[config.mk]
export PLATFORM = sky130hd
export DESIGN_NAME = object_cache_promote_lru_policy_unit_flat
export DESIGN_NICKNAME = d
export VERILOG_FILES = /design/src/oclru_pkg.sv /design/src/oclru_req_if.sv /design/src/oclru_rsp_if.sv /design/src/object_cache_promote_lru_policy_unit.sv /design/src/oclru_dp.sv /design/src/oclru_ctrl.sv /design/src/flat_wrapper.sv
export VERILOG_INCLUDE_DIRS = /design/src /design/src/src
export SDC_FILE = /design/constraint.sdc
export NUM_CORES = 2
export LEC_CHECK = 0
export BUFFER_PORTS_ARGS = -buffer_cell sky130_fd_sc_hd__buf_2
export CAP_MARGIN = 0
export CORE_ASPECT_RATIO = 2
export CORE_MARGIN = 4
export CORE_UTILIZATION = 49
export CTS_CLUSTER_DIAMETER = 200
export DETAILED_ROUTE_END_ITERATION = 12
export PLACE_DENSITY = 0.67
export SYNTH_ARGS = -nofsm -noshare
export SYNTH_HDL_FRONTEND = slang
export SYNTH_MEMORY_MAX_BITS = 65536
export SYNTH_SLANG_ARGS = --single-unit
[constraint.sdc]
create_clock -name clk -period 6.49 [get_ports clk]
set_input_delay 0.3245 -clock clk [delete_from_list [all_inputs] [get_ports clk]]
set_output_delay 0.3245 -clock clk [all_outputs]
set_load 0.1 [all_outputs]
[src/object_cache_promote_lru_policy_unit_defines.svh]
// assertion macros for the object cache promote lru policy unit
// used by the top level, which must have clk and arst_n in scope
`ifndef OBJECT_CACHE_PROMOTE_LRU_POLICY_UNIT_DEFINES_SVH
`define OBJECT_CACHE_PROMOTE_LRU_POLICY_UNIT_DEFINES_SVH

// plain clocked check, off while reset is asserted
`define OCLRU_ASSERT(lbl, prop, msg) \
	lbl: assert property (@(posedge clk) disable iff (!arst_n) (prop)) \
		else $error(msg);

// implication form built on the plain check
`define OCLRU_ASSERT_IMP(lbl, ante, cons, msg) \
	`OCLRU_ASSERT(lbl, (ante) |-> (cons), msg)

`endif

[src/oclru_pkg.sv]
// shared constants, codes and controller/datapath types for the lru policy unit
// no dependencies
package oclru_pkg;

	localparam int MAX_ENTRIES_DEF = 64;
	localparam int MAX_POP         = 64;
	localparam int KEY_W           = 64;

	// request codes
	localparam logic [2:0] REQ_LOOKUP     = 3'd0;
	localparam logic [2:0] REQ_SET_STATUS = 3'd1;
	localparam logic [2:0] REQ_EVICT      = 3'd2;
	localparam logic [2:0] REQ_EVICT_LIST = 3'd3;
	localparam logic [2:0] REQ_QUERY      = 3'd4;

	// slot status codes
	localparam logic [1:0] ST_FREE      = 2'd0;
	localparam logic [1:0] ST_PROMOTING = 2'd1;
	localparam logic [1:0] ST_PROMOTED  = 2'd2;
	localparam logic [1:0] ST_SKIP      = 2'd1;

	// configuration register indexes
	localparam logic [1:0] CFG_ACTIVE_ENTRIES = 2'd0;
	localparam logic [1:0] CFG_WATERMARK      = 2'd1;
	localparam logic [1:0] CFG_EVICT_BATCH    = 2'd2;

	localparam logic [6:0] ACTIVE_RST = 7'd64;
	localparam logic [8:0] WMARK_RST  = 9'd26;
	localparam logic [6:0] BATCH_RST  = 7'd10;

	typedef enum logic [2:0] {
		DP_NOP,
		DP_CLEAR,
		DP_FIND,
		DP_RANK,
		DP_WRITE,
		DP_POP
	} dp_op_t;

	typedef enum logic [1:0] {
		RK_INC_ALL,
		RK_INC_LT,
		RK_DEC_GT
	} rank_mode_t;

	typedef struct packed {
		logic       start;
		dp_op_t     op;
		rank_mode_t mode;
		logic       key_we;
	} dp_cmd_t;

	typedef struct packed {
		logic done;
		logic hit;
		logic free_found;
		logic pop_found;
	} dp_sts_t;

endpackage

[src/oclru_req_if.sv]
// request channel: valid/ready handshake with the request fields
// depends on oclru_pkg
interface oclru_req_if import oclru_pkg::*; ();
	logic             valid;
	logic             ready;
	logic [2:0]       req_type;
	logic [KEY_W-1:0] object_key;
	logic [1:0]       next_status;

	modport source (output valid, req_type, object_key, next_status, input ready);
	modport sink (input valid, req_type, object_key, next_status, output ready);
endinterface

[src/oclru_rsp_if.sv]
// response channel: valid/ready handshake with the result fields
// depends on oclru_pkg
interface oclru_rsp_if import oclru_pkg::*; ();
	logic             valid;
	logic             ready;
	logic [1:0]       status;
	logic [KEY_W-1:0] victim_key;
	logic             victim_valid;
	logic             last;
	logic [6:0]       free_count;
	logic [6:0]       promoted_count;

	modport source (output valid, status, victim_key, victim_valid, last, free_count,
		promoted_count, input ready);
	modport sink (input valid, status, victim_key, victim_valid, last, free_count,
		promoted_count, output ready);
endinterface

[src/object_cache_promote_lru_policy_unit.sv]
// every request scans the slot table before its result is given;
// a request that moves lru ranks adds a second table pass
// evict list: each popped key costs one tail-search pass over the table
// requests are taken one at a time; the slot-by-slot table scan sets the pace
// reset: asynchronous; a clearing pass over the table runs before the first request is taken
`include "object_cache_promote_lru_policy_unit_defines.svh"
module object_cache_promote_lru_policy_unit import oclru_pkg::*; #(
	parameter int MAX_ENTRIES = MAX_ENTRIES_DEF,
	localparam int AW = $clog2(MAX_ENTRIES),
	localparam int CW = $clog2(MAX_ENTRIES + 1)
) (
	input  logic        clk,
	input  logic        arst_n,
	input  logic        cfg_we,
	input  logic [1:0]  cfg_index,
	input  logic [8:0]  cfg_wdata,
	oclru_req_if.sink   req,
	oclru_rsp_if.source rsp
);

	localparam int EW = (CW > 7) ? CW : 7;

	logic [6:0]       active_q;
	logic [8:0]       wmark_q;
	logic [6:0]       batch_q;
	logic [EW-1:0]    act_w;
	logic [CW-1:0]    eff_active;
	logic [6:0]       batch_eff;

	dp_cmd_t          cmd;
	dp_sts_t          sts;
	logic [KEY_W-1:0] key_bus;
	logic [AW-1:0]    tgt_idx;
	logic [1:0]       tgt_status;
	logic             tgt_in_lru;
	logic [AW-1:0]    tgt_rank;
	logic [AW-1:0]    ref_rank;
	logic [AW-1:0]    hit_idx;
	logic [1:0]       hit_status;
	logic             hit_in_lru;
	logic [AW-1:0]    hit_rank;
	logic [AW-1:0]    free_idx;
	logic [CW-1:0]    free_cnt;
	logic [AW-1:0]    pop_idx;
	logic [KEY_W-1:0] pop_key;

	always_ff @(posedge clk or negedge arst_n) begin
		if (!arst_n) begin
			active_q <= ACTIVE_RST;
			wmark_q  <= WMARK_RST;
			batch_q  <= BATCH_RST;
		end else if (cfg_we) begin
			case (cfg_index)
				CFG_ACTIVE_ENTRIES: active_q <= cfg_wdata[6:0];
				CFG_WATERMARK:      wmark_q  <= cfg_wdata;
				CFG_EVICT_BATCH:    batch_q  <= cfg_wdata[6:0];
				default: begin
				end
			endcase
		end
	end

	// zero acts as one slot, anything above the table size as the table size
	assign act_w      = EW'(active_q);
	assign eff_active = (active_q == 7'd0) ? CW'(1) :
		(act_w > EW'(MAX_ENTRIES)) ? CW'(MAX_ENTRIES) : CW'(act_w);
	assign batch_eff  = (batch_q > 7'(MAX_POP)) ? 7'(MAX_POP) : batch_q;

	oclru_ctrl #(.MAX_ENTRIES(MAX_ENTRIES)) u_ctrl (
		.clk        (clk),
		.arst_n     (arst_n),
		.req        (req),
		.rsp        (rsp),
		.eff_active (eff_active),
		.watermark  (wmark_q),
		.batch      (batch_eff),
		.cmd        (cmd),
		.sts        (sts),
		.key_out    (key_bus),
		.tgt_idx    (tgt_idx),
		.tgt_status (tgt_status),
		.tgt_in_lru (tgt_in_lru),
		.tgt_rank   (tgt_rank),
		.ref_rank   (ref_rank),
		.hit_idx    (hit_idx),
		.hit_status (hit_status),
		.hit_in_lru (hit_in_lru),
		.hit_rank   (hit_rank),
		.free_idx   (free_idx),
		.free_cnt   (free_cnt),
		.pop_idx    (pop_idx),
		.pop_key    (pop_key)
	);

	oclru_dp #(.MAX_ENTRIES(MAX_ENTRIES)) u_dp (
		.clk        (clk),
		.arst_n     (arst_n),
		.cmd        (cmd),
		.sts        (sts),
		.eff_active (eff_active),
		.key_in     (key_bus),
		.tgt_idx    (tgt_idx),
		.tgt_status (tgt_status),
		.tgt_in_lru (tgt_in_lru),
		.tgt_rank   (tgt_rank),
		.ref_rank   (ref_rank),
		.hit_idx    (hit_idx),
		.hit_status (hit_status),
		.hit_in_lru (hit_in_lru),
		.hit_rank   (hit_rank),
		.free_idx   (free_idx),
		.free_cnt   (free_cnt),
		.pop_idx    (pop_idx),
		.pop_key    (pop_key)
	);

	`OCLRU_ASSERT(a_one_side, !(req.ready && rsp.valid), "request taken while result pending")
	`OCLRU_ASSERT_IMP(a_victim_status, rsp.valid && rsp.victim_valid, rsp.status == ST_FREE, "victim with status")
	`OCLRU_ASSERT_IMP(a_burst_victims, rsp.valid && !rsp.last, rsp.victim_valid, "non-final result without victim")
	`OCLRU_ASSERT_IMP(a_free_bound, rsp.valid, rsp.free_count <= eff_active, "free count above active slots")

endmodule

[src/oclru_dp.sv]
// slot table datapath: key and meta memories, one-slot-per-cycle scan engine
// depends on oclru_pkg
module oclru_dp import oclru_pkg::*; #(
	parameter int MAX_ENTRIES = MAX_ENTRIES_DEF,
	localparam int AW = $clog2(MAX_ENTRIES),
	localparam int CW = $clog2(MAX_ENTRIES + 1)
) (
	input  logic             clk,
	input  logic             arst_n,
	input  dp_cmd_t          cmd,
	output dp_sts_t          sts,
	input  logic [CW-1:0]    eff_active,
	input  logic [KEY_W-1:0] key_in,
	input  logic [AW-1:0]    tgt_idx,
	input  logic [1:0]       tgt_status,
	input  logic             tgt_in_lru,
	input  logic [AW-1:0]    tgt_rank,
	input  logic [AW-1:0]    ref_rank,
	output logic [AW-1:0]    hit_idx,
	output logic [1:0]       hit_status,
	output logic             hit_in_lru,
	output logic [AW-1:0]    hit_rank,
	output logic [AW-1:0]    free_idx,
	output logic [CW-1:0]    free_cnt,
	output logic [AW-1:0]    pop_idx,
	output logic [KEY_W-1:0] pop_key
);

	localparam int MW = AW + 3;

	// meta word: status, in-lru flag, rank
	logic [MW-1:0]    meta_mem [MAX_ENTRIES];
	logic [KEY_W-1:0] key_mem [MAX_ENTRIES];

	logic             busy_q;
	dp_op_t           op_q;
	rank_mode_t       mode_q;
	logic [CW-1:0]    idx_q;
	logic             done_q;
	logic             v_s1;
	logic [AW-1:0]    addr_s1;
	logic [MW-1:0]    meta_s1;
	logic [KEY_W-1:0] key_s1;

	logic             hit_q;
	logic [AW-1:0]    hit_idx_q;
	logic [MW-1:0]    hit_meta_q;
	logic             free_found_q;
	logic [AW-1:0]    free_idx_q;
	logic [CW-1:0]    free_cnt_q;
	logic             pop_found_q;
	logic [AW-1:0]    pop_idx_q;
	logic [KEY_W-1:0] pop_key_q;

	logic             issue;
	logic             last_s1;
	logic             scan_start;
	logic             single_wr;
	logic [1:0]       st_s1;
	logic             lru_s1;
	logic [AW-1:0]    rank_s1;
	logic [AW-1:0]    new_rank;
	logic             mem_we;
	logic [AW-1:0]    mem_addr;
	logic [MW-1:0]    mem_wdata;

	assign issue      = busy_q && (idx_q != CW'(MAX_ENTRIES));
	assign last_s1    = v_s1 && (addr_s1 == AW'(MAX_ENTRIES - 1));
	assign single_wr  = cmd.start && (cmd.op == DP_WRITE);
	assign scan_start = cmd.start && (cmd.op == DP_CLEAR || cmd.op == DP_FIND ||
		cmd.op == DP_RANK || cmd.op == DP_POP);

	assign st_s1   = meta_s1[MW-1 -: 2];
	assign lru_s1  = meta_s1[AW];
	assign rank_s1 = meta_s1[AW-1:0];

	always_comb begin
		case (mode_q)
			RK_INC_ALL: new_rank = rank_s1 + AW'(1);
			RK_INC_LT:  new_rank = (rank_s1 < ref_rank) ? rank_s1 + AW'(1) : rank_s1;
			RK_DEC_GT:  new_rank = (rank_s1 > ref_rank) ? rank_s1 - AW'(1) : rank_s1;
			default:    new_rank = rank_s1;
		endcase
	end

	always_comb begin
		mem_we    = 1'b0;
		mem_addr  = addr_s1;
		mem_wdata = meta_s1;
		if (single_wr) begin
			mem_we    = 1'b1;
			mem_addr  = tgt_idx;
			mem_wdata = {tgt_status, tgt_in_lru, tgt_rank};
		end else if (v_s1 && op_q == DP_CLEAR) begin
			mem_we    = 1'b1;
			mem_wdata = '0;
		end else if (v_s1 && op_q == DP_RANK && lru_s1) begin
			mem_we    = 1'b1;
			mem_wdata = {st_s1, 1'b1, new_rank};
		end
	end

	always_ff @(posedge clk) begin
		if (mem_we) begin
			meta_mem[mem_addr] <= mem_wdata;
		end
		if (single_wr && cmd.key_we) begin
			key_mem[tgt_idx] <= key_in;
		end
		addr_s1 <= idx_q[AW-1:0];
		meta_s1 <= meta_mem[idx_q[AW-1:0]];
		key_s1  <= key_mem[idx_q[AW-1:0]];
	end

	always_ff @(posedge clk or negedge arst_n) begin
		if (!arst_n) begin
			busy_q       <= 1'b0;
			op_q         <= DP_NOP;
			mode_q       <= RK_INC_ALL;
			idx_q        <= '0;
			done_q       <= 1'b0;
			v_s1         <= 1'b0;
			hit_q        <= 1'b0;
			hit_idx_q    <= '0;
			hit_meta_q   <= '0;
			free_found_q <= 1'b0;
			free_idx_q   <= '0;
			free_cnt_q   <= '0;
			pop_found_q  <= 1'b0;
			pop_idx_q    <= '0;
			pop_key_q    <= '0;
		end else begin
			v_s1   <= issue;
			done_q <= last_s1;
			if (scan_start) begin
				busy_q       <= 1'b1;
				op_q         <= cmd.op;
				mode_q       <= cmd.mode;
				idx_q        <= '0;
				hit_q        <= 1'b0;
				free_found_q <= 1'b0;
				free_cnt_q   <= '0;
				pop_found_q  <= 1'b0;
			end else begin
				if (issue) begin
					idx_q <= idx_q + CW'(1);
				end
				if (last_s1) begin
					busy_q <= 1'b0;
				end
				if (v_s1 && op_q == DP_FIND) begin
					if (st_s1 != ST_FREE && key_s1 == key_in && !hit_q) begin
						hit_q      <= 1'b1;
						hit_idx_q  <= addr_s1;
						hit_meta_q <= meta_s1;
					end
					// only slots below the active count are free for use
					if (st_s1 == ST_FREE && CW'(addr_s1) < eff_active) begin
						free_cnt_q <= free_cnt_q + CW'(1);
						if (!free_found_q) begin
							free_found_q <= 1'b1;
							free_idx_q   <= addr_s1;
						end
					end
				end
				// lru tail is the entry whose rank is size minus one
				if (v_s1 && op_q == DP_POP && lru_s1 && rank_s1 == ref_rank &&
						!pop_found_q) begin
					pop_found_q <= 1'b1;
					pop_idx_q   <= addr_s1;
					pop_key_q   <= key_s1;
				end
			end
		end
	end

	assign sts.done       = done_q;
	assign sts.hit        = hit_q;
	assign sts.free_found = free_found_q;
	assign sts.pop_found  = pop_found_q;

	assign hit_idx    = hit_idx_q;
	assign hit_status = hit_meta_q[MW-1 -: 2];
	assign hit_in_lru = hit_meta_q[AW];
	assign hit_rank   = hit_meta_q[AW-1:0];
	assign free_idx   = free_idx_q;
	assign free_cnt   = free_cnt_q;
	assign pop_idx    = pop_idx_q;
	assign pop_key    = pop_key_q;

endmodule

[src/oclru_ctrl.sv]
// request sequencer: decodes requests, drives datapath passes, holds the result register
// depends on oclru_pkg and the request/response interfaces
module oclru_ctrl import oclru_pkg::*; #(
	parameter int MAX_ENTRIES = MAX_ENTRIES_DEF,
	localparam int AW = $clog2(MAX_ENTRIES),
	localparam int CW = $clog2(MAX_ENTRIES + 1)
) (
	input  logic             clk,
	input  logic             arst_n,
	oclru_req_if.sink        req,
	oclru_rsp_if.source      rsp,
	input  logic [CW-1:0]    eff_active,
	input  logic [8:0]       watermark,
	input  logic [6:0]       batch,
	output dp_cmd_t          cmd,
	input  dp_sts_t          sts,
	output logic [KEY_W-1:0] key_out,
	output logic [AW-1:0]    tgt_idx,
	output logic [1:0]       tgt_status,
	output logic             tgt_in_lru,
	output logic [AW-1:0]    tgt_rank,
	output logic [AW-1:0]    ref_rank,
	input  logic [AW-1:0]    hit_idx,
	input  logic [1:0]       hit_status,
	input  logic             hit_in_lru,
	input  logic [AW-1:0]    hit_rank,
	input  logic [AW-1:0]    free_idx,
	input  logic [CW-1:0]    free_cnt,
	input  logic [AW-1:0]    pop_idx,
	input  logic [KEY_W-1:0] pop_key
);

	typedef enum logic [2:0] {
		S_CLR_GO,
		S_CLR_WAIT,
		S_IDLE,
		S_FIND,
		S_DECIDE,
		S_RANK,
		S_POP,
		S_OUT
	} state_t;

	state_t           state_q;
	dp_cmd_t          cmd_q;
	logic [2:0]       req_type_q;
	logic [KEY_W-1:0] key_q;
	logic [1:0]       ns_q;
	logic [CW-1:0]    size_q;
	logic [CW-1:0]    fc_q;
	logic [6:0]       pop_cnt_q;
	logic [AW-1:0]    tgt_idx_q;
	logic [1:0]       tgt_status_q;
	logic             tgt_in_lru_q;
	logic [AW-1:0]    tgt_rank_q;
	logic [AW-1:0]    ref_rank_q;
	logic [1:0]       out_status_q;
	logic [KEY_W-1:0] out_key_q;
	logic             out_vv_q;
	logic             out_last_q;

	state_t           n_state;
	dp_cmd_t          n_cmd;
	logic [2:0]       n_req_type;
	logic [KEY_W-1:0] n_key;
	logic [1:0]       n_ns;
	logic [CW-1:0]    n_size;
	logic [CW-1:0]    n_fc;
	logic [6:0]       n_pop_cnt;
	logic [AW-1:0]    n_tgt_idx;
	logic [1:0]       n_tgt_status;
	logic             n_tgt_in_lru;
	logic [AW-1:0]    n_tgt_rank;
	logic [AW-1:0]    n_ref_rank;
	logic [1:0]       n_out_status;
	logic [KEY_W-1:0] n_out_key;
	logic             n_out_vv;
	logic             n_out_last;

	logic [1:0]       eff_ns;
	logic [CW+8:0]    wm_lhs;
	logic [CW+8:0]    wm_rhs;
	logic             ev_cond;

	assign eff_ns  = (req_type_q == REQ_EVICT) ? ST_FREE : ns_q;
	assign wm_lhs  = (CW+9)'({free_cnt, 8'd0});
	assign wm_rhs  = (CW+9)'(watermark) * (CW+9)'(eff_active);
	assign ev_cond = (wm_lhs < wm_rhs) && (batch != 7'd0) && (size_q != '0);

	always_comb begin
		n_state      = state_q;
		n_cmd        = cmd_q;
		n_cmd.start  = 1'b0;
		n_req_type   = req_type_q;
		n_key        = key_q;
		n_ns         = ns_q;
		n_size       = size_q;
		n_fc         = fc_q;
		n_pop_cnt    = pop_cnt_q;
		n_tgt_idx    = tgt_idx_q;
		n_tgt_status = tgt_status_q;
		n_tgt_in_lru = tgt_in_lru_q;
		n_tgt_rank   = tgt_rank_q;
		n_ref_rank   = ref_rank_q;
		n_out_status = out_status_q;
		n_out_key    = out_key_q;
		n_out_vv     = out_vv_q;
		n_out_last   = out_last_q;
		case (state_q)
			S_CLR_GO: begin
				n_cmd   = '{start: 1'b1, op: DP_CLEAR, mode: RK_INC_ALL, key_we: 1'b0};
				n_state = S_CLR_WAIT;
			end
			S_CLR_WAIT: begin
				if (sts.done) begin
					n_state = S_IDLE;
				end
			end
			S_IDLE: begin
				if (req.valid) begin
					n_req_type = req.req_type;
					n_key      = req.object_key;
					n_ns       = req.next_status;
					n_cmd      = '{start: 1'b1, op: DP_FIND, mode: RK_INC_ALL,
						key_we: 1'b0};
					n_state    = S_FIND;
				end
			end
			S_FIND: begin
				if (sts.done) begin
					n_state = S_DECIDE;
				end
			end
			S_DECIDE: begin
				n_fc         = free_cnt;
				n_out_key    = '0;
				n_out_vv     = 1'b0;
				n_out_last   = 1'b1;
				n_out_status = ST_FREE;
				n_tgt_idx    = hit_idx;
				n_tgt_rank   = '0;
				n_state      = S_OUT;
				case (req_type_q)
					REQ_LOOKUP: begin
						if (sts.hit) begin
							n_out_status = hit_status;
							if (hit_status == ST_PROMOTED) begin
								n_tgt_status = ST_PROMOTED;
								n_tgt_in_lru = 1'b1;
								n_ref_rank   = hit_rank;
								n_state      = S_RANK;
								if (hit_in_lru) begin
									n_cmd = '{start: 1'b1, op: DP_RANK,
										mode: RK_INC_LT, key_we: 1'b0};
								end else begin
									// popped earlier: goes back on top
									n_cmd  = '{start: 1'b1, op: DP_RANK,
										mode: RK_INC_ALL, key_we: 1'b0};
									n_size = size_q + CW'(1);
								end
							end
						end else if (sts.free_found) begin
							n_tgt_idx    = free_idx;
							n_tgt_status = ST_PROMOTING;
							n_tgt_in_lru = 1'b0;
							n_fc         = free_cnt - CW'(1);
							n_cmd        = '{start: 1'b1, op: DP_WRITE,
								mode: RK_INC_ALL, key_we: 1'b1};
						end else begin
							n_out_status = ST_SKIP;
						end
					end
					REQ_SET_STATUS, REQ_EVICT: begin
						if (sts.hit) begin
							n_out_status = hit_status;
							if (hit_status == ST_PROMOTING && eff_ns == ST_PROMOTED) begin
								n_out_status = ST_PROMOTED;
								n_tgt_status = ST_PROMOTED;
								n_tgt_in_lru = 1'b1;
								n_size       = size_q + CW'(1);
								n_cmd        = '{start: 1'b1, op: DP_RANK,
									mode: RK_INC_ALL, key_we: 1'b0};
								n_state      = S_RANK;
							end else if (eff_ns == ST_FREE) begin
								n_out_status = ST_FREE;
								n_tgt_status = ST_FREE;
								n_tgt_in_lru = 1'b0;
								if (CW'(hit_idx) < eff_active) begin
									n_fc = free_cnt + CW'(1);
								end
								if (hit_in_lru) begin
									n_ref_rank = hit_rank;
									n_size     = size_q - CW'(1);
									n_cmd      = '{start: 1'b1, op: DP_RANK,
										mode: RK_DEC_GT, key_we: 1'b0};
									n_state    = S_RANK;
								end else begin
									n_cmd = '{start: 1'b1, op: DP_WRITE,
										mode: RK_INC_ALL, key_we: 1'b0};
								end
							end
						end
					end
					REQ_EVICT_LIST: begin
						if (ev_cond) begin
							n_pop_cnt  = '0;
							n_ref_rank = AW'(size_q - CW'(1));
							n_cmd      = '{start: 1'b1, op: DP_POP,
								mode: RK_INC_ALL, key_we: 1'b0};
							n_state    = S_POP;
						end
					end
					REQ_QUERY: begin
						if (sts.hit) begin
							n_out_status = hit_status;
						end
					end
					default: begin
						n_out_status = ST_FREE;
					end
				endcase
			end
			S_RANK: begin
				if (sts.done) begin
					n_cmd   = '{start: 1'b1, op: DP_WRITE, mode: RK_INC_ALL,
						key_we: 1'b0};
					n_state = S_OUT;
				end
			end
			S_POP: begin
				if (sts.done) begin
					n_out_status = ST_FREE;
					n_out_last   = 1'b1;
					n_state      = S_OUT;
					if (sts.pop_found) begin
						// popped entry stays promoted, leaves the lru order
						n_tgt_idx    = pop_idx;
						n_tgt_status = ST_PROMOTED;
						n_tgt_in_lru = 1'b0;
						n_tgt_rank   = '0;
						n_cmd        = '{start: 1'b1, op: DP_WRITE, mode: RK_INC_ALL,
							key_we: 1'b0};
						n_size       = size_q - CW'(1);
						n_pop_cnt    = pop_cnt_q + 7'd1;
						n_out_key    = pop_key;
						n_out_vv     = 1'b1;
						n_out_last   = (pop_cnt_q + 7'd1 == batch) || (size_q == CW'(1));
					end
				end
			end
			S_OUT: begin
				if (rsp.ready) begin
					if (req_type_q == REQ_EVICT_LIST && out_vv_q && !out_last_q) begin
						n_ref_rank = AW'(size_q - CW'(1));
						n_cmd      = '{start: 1'b1, op: DP_POP, mode: RK_INC_ALL,
							key_we: 1'b0};
						n_state    = S_POP;
					end else begin
						n_state = S_IDLE;
					end
				end
			end
			default: begin
				n_state = S_IDLE;
			end
		endcase
	end

	always_ff @(posedge clk or negedge arst_n) begin
		if (!arst_n) begin
			state_q      <= S_CLR_GO;
			cmd_q        <= '{start: 1'b0, op: DP_NOP, mode: RK_INC_ALL, key_we: 1'b0};
			req_type_q   <= '0;
			key_q        <= '0;
			ns_q         <= '0;
			size_q       <= '0;
			fc_q         <= '0;
			pop_cnt_q    <= '0;
			tgt_idx_q    <= '0;
			tgt_status_q <= ST_FREE;
			tgt_in_lru_q <= 1'b0;
			tgt_rank_q   <= '0;
			ref_rank_q   <= '0;
			out_status_q <= ST_FREE;
			out_key_q    <= '0;
			out_vv_q     <= 1'b0;
			out_last_q   <= 1'b0;
		end else begin
			state_q      <= n_state;
			cmd_q        <= n_cmd;
			req_type_q   <= n_req_type;
			key_q        <= n_key;
			ns_q         <= n_ns;
			size_q       <= n_size;
			fc_q         <= n_fc;
			pop_cnt_q    <= n_pop_cnt;
			tgt_idx_q    <= n_tgt_idx;
			tgt_status_q <= n_tgt_status;
			tgt_in_lru_q <= n_tgt_in_lru;
			tgt_rank_q   <= n_tgt_rank;
			ref_rank_q   <= n_ref_rank;
			out_status_q <= n_out_status;
			out_key_q    <= n_out_key;
			out_vv_q     <= n_out_vv;
			out_last_q   <= n_out_last;
		end
	end

	assign req.ready = (state_q == S_IDLE);

	assign rsp.valid          = (state_q == S_OUT);
	assign rsp.status         = out_status_q;
	assign rsp.victim_key     = out_key_q;
	assign rsp.victim_valid   = out_vv_q;
	assign rsp.last           = out_last_q;
	assign rsp.free_count     = (32'(fc_q) > 32'd127) ? 7'd127 : 7'(fc_q);
	assign rsp.promoted_count = (32'(size_q) > 32'd127) ? 7'd127 : 7'(size_q);

	assign cmd        = cmd_q;
	assign key_out    = key_q;
	assign tgt_idx    = tgt_idx_q;
	assign tgt_status = tgt_status_q;
	assign tgt_in_lru = tgt_in_lru_q;
	assign tgt_rank   = tgt_rank_q;
	assign ref_rank   = ref_rank_q;

endmodule

[src/flat_wrapper.sv]
// flat-port wrapper written by rule: the top's interface ports become plain ports
module object_cache_promote_lru_policy_unit_flat import oclru_pkg::*;
#(
	parameter int MAX_ENTRIES = MAX_ENTRIES_DEF,
	localparam int AW = $clog2(MAX_ENTRIES),
	localparam int CW = $clog2(MAX_ENTRIES + 1)
)
  (clk, arst_n, cfg_we, cfg_index, cfg_wdata, req_valid, req_req_type, req_object_key, req_next_status, req_ready, rsp_valid, rsp_status, rsp_victim_key, rsp_victim_valid, rsp_last, rsp_free_count, rsp_promoted_count, rsp_ready);
  oclru_req_if req_i ();
  oclru_rsp_if rsp_i ();
  input  logic clk;
  input  logic arst_n;
  input  logic cfg_we;
  input  logic [1:0] cfg_index;
  input  logic [8:0] cfg_wdata;
  input wire logic [$bits(req_i.valid)-1:0] req_valid;
  input wire logic [$bits(req_i.req_type)-1:0] req_req_type;
  input wire logic [$bits(req_i.object_key)-1:0] req_object_key;
  input wire logic [$bits(req_i.next_status)-1:0] req_next_status;
  output wire logic [$bits(req_i.ready)-1:0] req_ready;
  output wire logic [$bits(rsp_i.valid)-1:0] rsp_valid;
  output wire logic [$bits(rsp_i.status)-1:0] rsp_status;
  output wire logic [$bits(rsp_i.victim_key)-1:0] rsp_victim_key;
  output wire logic [$bits(rsp_i.victim_valid)-1:0] rsp_victim_valid;
  output wire logic [$bits(rsp_i.last)-1:0] rsp_last;
  output wire logic [$bits(rsp_i.free_count)-1:0] rsp_free_count;
  output wire logic [$bits(rsp_i.promoted_count)-1:0] rsp_promoted_count;
  input wire logic [$bits(rsp_i.ready)-1:0] rsp_ready;
  assign req_i.valid = req_valid;
  assign req_i.req_type = req_req_type;
  assign req_i.object_key = req_object_key;
  assign req_i.next_status = req_next_status;
  assign req_ready = req_i.ready;
  assign rsp_valid = rsp_i.valid;
  assign rsp_status = rsp_i.status;
  assign rsp_victim_key = rsp_i.victim_key;
  assign rsp_victim_valid = rsp_i.victim_valid;
  assign rsp_last = rsp_i.last;
  assign rsp_free_count = rsp_i.free_count;
  assign rsp_promoted_count = rsp_i.promoted_count;
  assign rsp_i.ready = rsp_ready;
  object_cache_promote_lru_policy_unit #(.MAX_ENTRIES(MAX_ENTRIES)) u_core (.clk(clk), .arst_n(arst_n), .cfg_we(cfg_we), .cfg_index(cfg_index), .cfg_wdata(cfg_wdata), .req(req_i), .rsp(rsp_i));
endmodule
==> impl_metrics.yaml <==
detailed_routing:
  drt_wl_total_mm: 563
  drtIter0Drc: 12500
  viasPerCell: 6.50
  wl_per_cell_um: 37.9
  dr.pass1.iters: 8
  drc: 0
  ant_nets: 0
  vias: 96700
yosys:
  synth_edf_count: 4672
  synth.top_cell.area_share_pct: 71.5
  yosysUniqueCellTypes: 74
  syn_nets: 8742
  async_flop_share_pct: 6.35
  yosys.area.top_type: "edfxtp_1"
  post-synth-top-count-cell: "edfxtp_1"
  ys_warn_count: 0
  synthTopCellsByArea: "edfxtp_1 71%, mux4_2 18%, dfrtp_1 4.0%"
  seq_area_frac_synth_pct: 76.4
  synth_area_per_cell_um2: 22.9
  ys_ff_latch: 5073
  synth_area_um2: 196000
  synth-main-ff-cell: "edfxtp_1"
  synthCells: 8556
  synth_common_cells: "4672 x edfxtp_1, 1533 x mux4_2, 316 x dfrtp_1"
floorplan:
  core_um2: 399000
  die_y_um: 903
  num_rows: 328
  num_io_pins: 169
  die_w_um: 455
  start_util_pct: 49.2
  dieArea_um2: 411000
global_route:
  grt_pass1_vias: 98900
  grt_max_degree: 112
  overflow: 0
  grt_pass1_wl_mm: 787
  antenna_found_initial: 41
  track_usage_pct: 27.3
sta:
  hold_ws_ns: 0.125
  drv_slew: 0
  fmax_mhz: 148
  setup_slack_ns: -0.259
  worst_pin_slew_ns: 1.47
  fin_crit_sh_pct: 104
  setup_viol: 19
  skew_ns: 0.0470
  rsz0062_at_grt: "yes"
  final-hold-violation-count: 0
  max_slew_margin_pct: 1.02
  min_period_ns: 6.75
clocking:
  clock-root-buffer: "clkbuf_16"
  cts_tree: "built"
  clock_path_buffers: 4
  clkTransAtPathRegs_ns: 0.07
  cts_buffers: 426
  clk_latency_ns: 0.99
  htree_levels: 5
  cts_num_sinks: 5073
power:
  power.density_nw_per_um2: 286
  peakVddDrop_mv: 0.257
  leakagePower_nw: 67.8
worst_setup_path:
  endpoint_kind: "register"
  r2r_end: "u_core.u_ctrl.ref_rank[5]$_DFFE_PN0P_"
  cpPeakStageDelay_ns: 0.58
  arrival_ns: 7.63
  worstPathRequired_ns: 7.37
  critical_path_class: "reg2reg"
  slowest_stage: "fa_1"
  reg2reg_depth: 30
  ff2ff_setup_slack_ns: -0.26
  r2r_start: "u_core.act_w[6]$_DFFE_PN1P_"
  critPathLaunchType: "register"
  path_max_fanout: 5
  cpMostUsedCell: "fa_1"
placed_design:
  gp_congestion: 0.870
  dp_hpwl_mm: 328
  io_buffers: 168
  place_ws_ns: -0.780
worst_hold_path:
  hold_depth: 4
  min-delay-start: "req_object_key[28]"
  hold_path_end: "u_core.u_ctrl.key_out[28]$_DFFE_PN0P_"
  hold_path_class: "in2reg"
layout:
  fin_nets: 9384
  drive_gt1_share_pct: 32.5
  fin_util_pct: 55.7
  fillers: 29100
  area_growth_pct: 13.3
outcome:
  status: "finished, violations left"
  violations: "capacitance limit, setup timing"
flow_run:
  max_cap_viol_count: 1
[worst max-delay path, delay by kind of cell (launching register included)]
kind                       cells  cell delay (ns)
AOI/OAI and AO/OA              9             1.81
xor gates and xnor gates       1             0.08
adders and majority gates      6             2.55
buffers and inverters          6             0.74
DFF                            1             0.56
muxes                          1             0.20
and+or+nand+nor                7             0.69
[cell type report]
type	instances	area (um2)	share of cell area, %
diodes	33	82.6	0.0372
clock buffers	540	11500	5.16
clock inverters	255	2940	1.32
inverters	108	405	0.182
multi-input cells	2943	45000	20.3
flip-flops and latches	5073	150000	67.5
well taps	5280	6610	2.97
repair buffers	646	5740	2.58
[power by group]
| group | switching [W] | internal, W | total, W |
|---|---|---|---|
| logic | 0.000869 | 0.000849 | 0.00172 |
| clock network | 0.0118 | 0.0150 | 0.0267 |
| registers | 0.0000260 | 0.0352 | 0.0352 |
| total | 0.0127 | 0.0510 | 0.0636 |
[cells in the final DEF, fill, tap and decap left out, types with 86 or more instances in the layout]
master	count
edfxtp_1	4672
mux4_2	1533
clkbuf_16	435
buf_4	300
nand2_1	270
dfrtp_1	266
buf_2	167
mux2_2	161
nor2_1	145
nand3_1	110
inv_1	104
dlygate4sd3_1	87
clkbuf_1	86
[stage by stage]
stage          std cells  power [W]  setup TNS, ns  instance area [um2]
6_report           14900     0.0636          -3.24               222000
4_1_cts            14800     0.0640          -5.98               222000
3_5_place_dp       13900     0.0373         -13.32               206000
2_1_floorplan       8556     0.0367              0               196000
3_3_place_gp       13900     0.0373         -17.40               206000
5_1_grt            14900     0.0655          -7.86               222000
[repair_timing]
item,in CTS,in global routing
setup endpoints to repair,21,21
cloned,0,0
setup buffers,13,4
pin swaps,43,35
hold endpoints to repair,202,0
hold buffers,88,0
resized for setup,53,18
[kinds of logic after synthesis]
| kind of cell | count (synthesis) | share of synthesized area [%] |
|---|---|---|
| buffers and inverters | 540 | 1.11 |
| adder cells (fa/ha/maj) | 101 | 0.774 |
| AO/OA/AOI/OAI | 275 | 0.925 |
| multiplexers | 1715 | 18.6 |
| XOR/XNOR | 76 | 0.339 |
| flip-flops | 5073 | 76.4 |
| AND/OR/NAND/NOR | 776 | 1.80 |
[how the worst max path moves through the flow]
stage	from	end	cells after the start
after global routing	u_core.act_w[6]$_DFFE_PN1P_	u_core.u_ctrl.ref_rank[1]$_DFFE_PN0P_	30
after CTS	u_core.act_w[6]$_DFFE_PN1P_	u_core.u_ctrl.ref_rank[5]$_DFFE_PN0P_	30
after detailed placement	u_core.act_w[6]$_DFFE_PN1P_	u_core.u_ctrl.ref_rank[5]$_DFFE_PN0P_	30
after floorplan	u_core.act_w[6]$_DFFE_PN1P_	u_core.u_ctrl.ref_rank[0]$_DFFE_PN0P_	29
final	u_core.act_w[6]$_DFFE_PN1P_	u_core.u_ctrl.ref_rank[5]$_DFFE_PN0P_	30
after global placement	u_core.act_w[6]$_DFFE_PN1P_	u_core.u_ctrl.cmd[3]$_DFFE_PN0P_	29
[metal layers]
layer / vias up / track usage (%) / share of wire (%)
met2: 5756 / 48.2 / 53
met4: 28 / 13.7 / 6.0
li1: 37300 / - / -
met3: 1385 / 5.32 / 8.9
met5: - / 0 / 0.033
met1: 52300 / 32.0 / 32
[sequential cells by signal, summed over array words and instances, names as in the netlist, 9 cells and up]
name	flops
u_core.u_ctrl.key_out	64
u_core.u_dp.meta_s1	9
u_core.u_dp.pop_key	64
u_core.u_dp.key_mem	4096
u_core.u_dp.hit_meta_q	9
u_core.u_ctrl.rsp.victim_key	64
u_core.wmark_q	9
u_core.u_dp.key_s1	64
u_core.u_dp.meta_mem	576
(Power assumes the default switching activity.)
